`src/hw/rtl/lsmq_pkg.sv`:
```
// Package: command, status and sequencer types for the stack with max query.
package lsmq_pkg;

	localparam int unsigned WORD_W    = 32;
	localparam int unsigned CNT_OUT_W = 7;

	typedef logic signed [WORD_W-1:0] word_t;

	typedef enum logic [1:0] {
		CMD_PUSH = 2'd0,
		CMD_POP  = 2'd1,
		CMD_PEEK = 2'd2,
		CMD_MAX  = 2'd3
	} cmd_t;

	typedef enum logic [1:0] {
		ST_OK    = 2'd0,
		ST_EMPTY = 2'd1,
		ST_FULL  = 2'd2
	} status_t;

	typedef enum logic [1:0] {
		S_IDLE,
		S_READ,
		S_SCAN,
		S_FINISH
	} state_t;

endpackage

```
`src/hw/rtl/lsmq_ram.sv`:
```
// Entry store: single write port, single registered read port.
module lsmq_ram
	import lsmq_pkg::*;
#(
	parameter int unsigned DEPTH = 64,
	parameter int unsigned AW    = 6
) (
	input  logic          clk,
	input  logic          we,
	input  logic [AW-1:0] waddr,
	input  word_t         wdata,
	input  logic          re,
	input  logic [AW-1:0] raddr,
	output word_t         rdata
);

	word_t mem_q [DEPTH];

	// write port
	always_ff @(posedge clk) begin
		if (we) begin
			mem_q[waddr] <= wdata;
		end
	end

	// read port, data registered
	always_ff @(posedge clk) begin
		if (re) begin
			rdata <= mem_q[raddr];
		end
	end

endmodule

```
`config.mk`:
```
export PLATFORM = sky130hd
export DESIGN_NAME = lsmq_ram
export DESIGN_NICKNAME = d
export VERILOG_FILES = /design/src/hw/rtl/lsmq_pkg.sv /design/src/hw/rtl/lsmq_ram.sv
export SDC_FILE = /design/constraint.sdc
export NUM_CORES = 2
export LEC_CHECK = 0
export ABC_CLOCK_PERIOD_IN_PS = 4550
export BUFFER_PORTS_ARGS = -buffer_cell sky130_fd_sc_hd__buf_4
export CAP_MARGIN = 5
export CORE_ASPECT_RATIO = 2
export CORE_UTILIZATION = 44
export CTS_CLUSTER_DIAMETER = 120
export DETAILED_ROUTE_END_ITERATION = 8
export HOLD_SLACK_MARGIN = 0.15
export PLACE_DENSITY_LB_ADDON = 0.25
export SLEW_MARGIN = 40
export SYNTH_ARGS = -nofsm -noshare
export SYNTH_HDL_FRONTEND = slang
export SYNTH_SLANG_ARGS = --single-unit
```
`constraint.sdc`:
```
create_clock -name clk -period 4.55 [get_ports clk]
set_input_delay 1.1375 -clock clk [delete_from_list [all_inputs] [get_ports clk]]
set_output_delay 1.1375 -clock clk [all_outputs]
set_load 0.03 [all_outputs]
```
=== Word level (Yosys, flattened, before mapping) ===
Memories as Yosys holds them, arrays and structs flattened. A register that Yosys moved wholly into a read port is not among the register bits.
Index checks and enable logic that the tools add are counted.

* Register bits after elaboration: 0
* Memory bits (writable): 2,048
* Output and inout port bits: 32
* Input bits: 47
* Word-level logic and storage cells: 3
* Memories: 1

* Mux-type cells: 2

{| class="wikitable"
|+ Memories
! memory !! words !! bits a word !! rd ports !! clocked after Yosys merged registers in !! wr ports !! line !! source
|-
| mem_q || 64 || 32 || 1 || 1 || 1 || lsmq_ram.sv:17 || <nowiki>word_t mem_q [DEPTH];</nowiki>
|}

{| class="wikitable"
|+ Operators with widths
! operator !! count
|-
| two-way mux 1 bit || 2
|}

=== Longest topological paths before layout ===
* Depth in word-level cells: 2
* Depth in mapped cells: 10

=== Least setup slack after synthesis ===
Ideal clock, no wire load.

* Path type: input port to flip-flop
* Start: input waddr[3]
* End: memory mem_q[48][0] in the netlist's numbering, enable pin
* Setup time: 0.461 ns
* Stages on the path: 4
* Arrival time: 3.836 ns
* Path buffers: 1
* Setup slack: 0.253 ns
* Path through: clkbuf_1 nor2b_1 nand4b_1 nor3_1

{| class="wikitable"
|+ RTL lines
! item !! line !! source
|-
| start: declaration || lsmq_ram.sv:10 || <nowiki>input logic [AW-1:0] waddr,</nowiki>
|-
| end: declaration || lsmq_ram.sv:17 ||
|}

Straight into the memory's write port.

==> impl_metrics.toml <==
[run_status]
status = "complete, but fails checks"
violations = "DRC"

[setup_path]
critPathRequiredTime_ps = 5080
worstPathMaxFanout = 41
critPathLaunch = "raddr[0]"
worstReg2RegStart = "mem_q[37][4]"
worst_ep_arrival_time_ps = 3970
ff2ff_path_depth = 5
crit_path_end_kind = "flip-flop"
worst_setup_path_start_kind = "primary input"
path_class = "in -> reg"

[cts]
postCtsSetupBuffers = 0
clk_latency_ps = 830
htreeDepth = 4
cts_buffer_depth = 4
cts_buffers = 174
cts_tree = "built"
cts_resized = 0
holdBufCountCts = 0
cts.sinks = 2080
cts-root-buf = "clkbuf_16"
clkTransAtPathRegs_ps = 70

[timing]
min_period_ps = 3450
fin_crit_sh_pct = 75.7
rsz0062_at_grt = "false"
setup_tns_ps = 0
tightest_slew_ps = 924
skew_ps = 26.1
drv_slew = 0
final.setup.worst_slack_ps = 1100
timing.slew.headroom_pct = 38.4
whs_ps = 816
setup_violations = 0
hold_viol_final = 0
fmax_mhz = 290

[layout]
fin_util_pct = 50.3
final_layout_size_suffix_gt1_share_pct = 30.5
seqCellArea_mm2 = 0.0625
nNetsFinal = 3659
multi_input_area_mm2 = 0.0160
n_fill_cell = 13729
area_growth_pct = 13.4

[floorplanning]
io_pins = 79
initial_utilization_pct = 44.3
core_mm2 = 0.178
die_width_um = 301
die-area_mm2 = 0.181
die_y_um = 601
std_cell_rows = 219

[hold_path]
hold_start = "mem_q[12][8]"
min_path_cells = 4
hp-class = "reg -> reg"

[synth]
synth.area.top_cells = "edfxtp_1 (79%), mux4_2 (16%), mux2i_1 (1.2%), o22ai_1 (0.67%), nor2_1 (0.65%)"
netlist_area_mm2 = 0.0788
synth_ff_type = "edfxtp_1"
synth_area_per_cell_um2 = 23.7
yosys.area.top_type = "edfxtp_1"
synth_seq_cells = 2080
yosysSeqAreaShare_pct = 79.2
yosysMostFrequentCell = "edfxtp_1"
syn_nets = 3371
yosysWarnings = 0
synth_top_cell_area_share_pct = 79.2
netlist_instances = 3324
ys_async_sr_fraction_pct = 0
synthTopCellsByCount = "edfxtp_1 (2,080), mux4_2 (544), nor2_1 (137)"
synth.distinct_cells = 33
synth_edf_count = 2080

[power]
switching_share_pct = 21.2
clkPwrFrac_pct = 38.3
p_leak_nw = 27.6
intPower_mw = 29.9
total_power_mw = 37.9
combPwrFrac_pct = 5.4
power_density_mw_per_mm2 = 424
p_seq_share_pct = 56.3
vdd_ir_drop_max_v = 0.000257
switching_power_mw = 8.03

[global_route]
grt_max_degree = 67
grt.total_usage_pct = 23.8
grt_pass1_vias = 38601
antenna_found_initial = 14
grt_pass1_wl_um = 298000
gr-total-overflow = 0

[placement]
io_buffers = 78
dp_hpwl_um = 125000
gp_congestion = 0.803
pre_cts_ws_ps = 252

[run]
cap_violations = 0

[route]
routed_wl_um = 213000
ant_nets = 0
routed_via_density = 6.13
dr.pass1.iters = 8
drc = 40
wl_per_cell_um = 35.1
initialDrtViolationCount = 3709
via_count = 37137
[layout make-up]
cell class                 count  share of cell area, %
multi-input combinational   1062                   17.9
sequential                  2080                   69.9
antenna                        5                 0.0140
tap                         2320                   3.25
clock inverter                94                  0.836
timing repair buffer         294                   2.99
clock buffer                 207                   5.13
[state kept, by name (all words and copies together) (netlist names)]
name and flops:
rdata 32, mem_q 2048
[cell families after synthesis]
family | after synthesis | synth area share (%)
flops | 2080 | 79.2
mux | 637 | 16.7
compound gates | 202 | 1.67
buf+inv | 182 | 1.12
simple gates | 223 | 1.26
[cells in the final DEF (no fill, tap or decap), drive strengths merged, types with 15 or more instances in the layout]
cell type	Yosys	routed
edfxtp	2080	2080
mux4	544	544
buf	108	294
clkbuf	74	207
nor2	137	137
mux2i	93	93
o22ai	84	84
clkinv	0	77
a21oi	62	62
o221ai	27	27
nand2	26	26
nor2b	15	15
[path summary, 6_finish.rpt]
| check | to | slack (ps) |
|---|---|---|
| worst min-delay path | rdata[8] | 820 |
| worst min register to register | rdata[8] | 820 |
| worst max-delay path | rdata[13] | 1100 |
| worst max register to register | rdata[4] | 2210 |
[critical path, stage by stage]
cell and delay, ps:
buf_8 510, buf_4 450, mux4_2 550, mux4_2 550, o22ai_1 490, nor2_1 150
[stage by stage]
| stage | cells | area (um^2) |
|---|---|---|
| finish | 6062 | 89400 |
| floorplan | 3324 | 78800 |
| global route | 6058 | 89400 |
| detailed placement | 5755 | 84000 |
| global placement | 5755 | 84000 |
| CTS | 6056 | 89300 |
[layer usage]
metal | GRT usage, % | vias to the layer above | part of all wire (%)
li1 | - | 14821 | -
met5 | 0 | - | 0.063
met2 | 43.7 | 1419 | 55
met3 | 3.52 | 354 | 6.2
met1 | 28.2 | 20523 | 35
met4 | 8.07 | 20 | 3.5
[power groups by stage]
stage	combinational [mW]	clock [mW]	sequential, mW
6_report	2.03	14.5	21.3
3_3_place_gp	2.03	0	21.8
4_1_cts	2.06	14.8	21.3
3_5_place_dp	2.06	0	21.8
5_1_grt	2.14	15.4	21.3
2_1_floorplan	1.03	0	21.8
No activity file was read; power rests on OpenSTA's default activity.
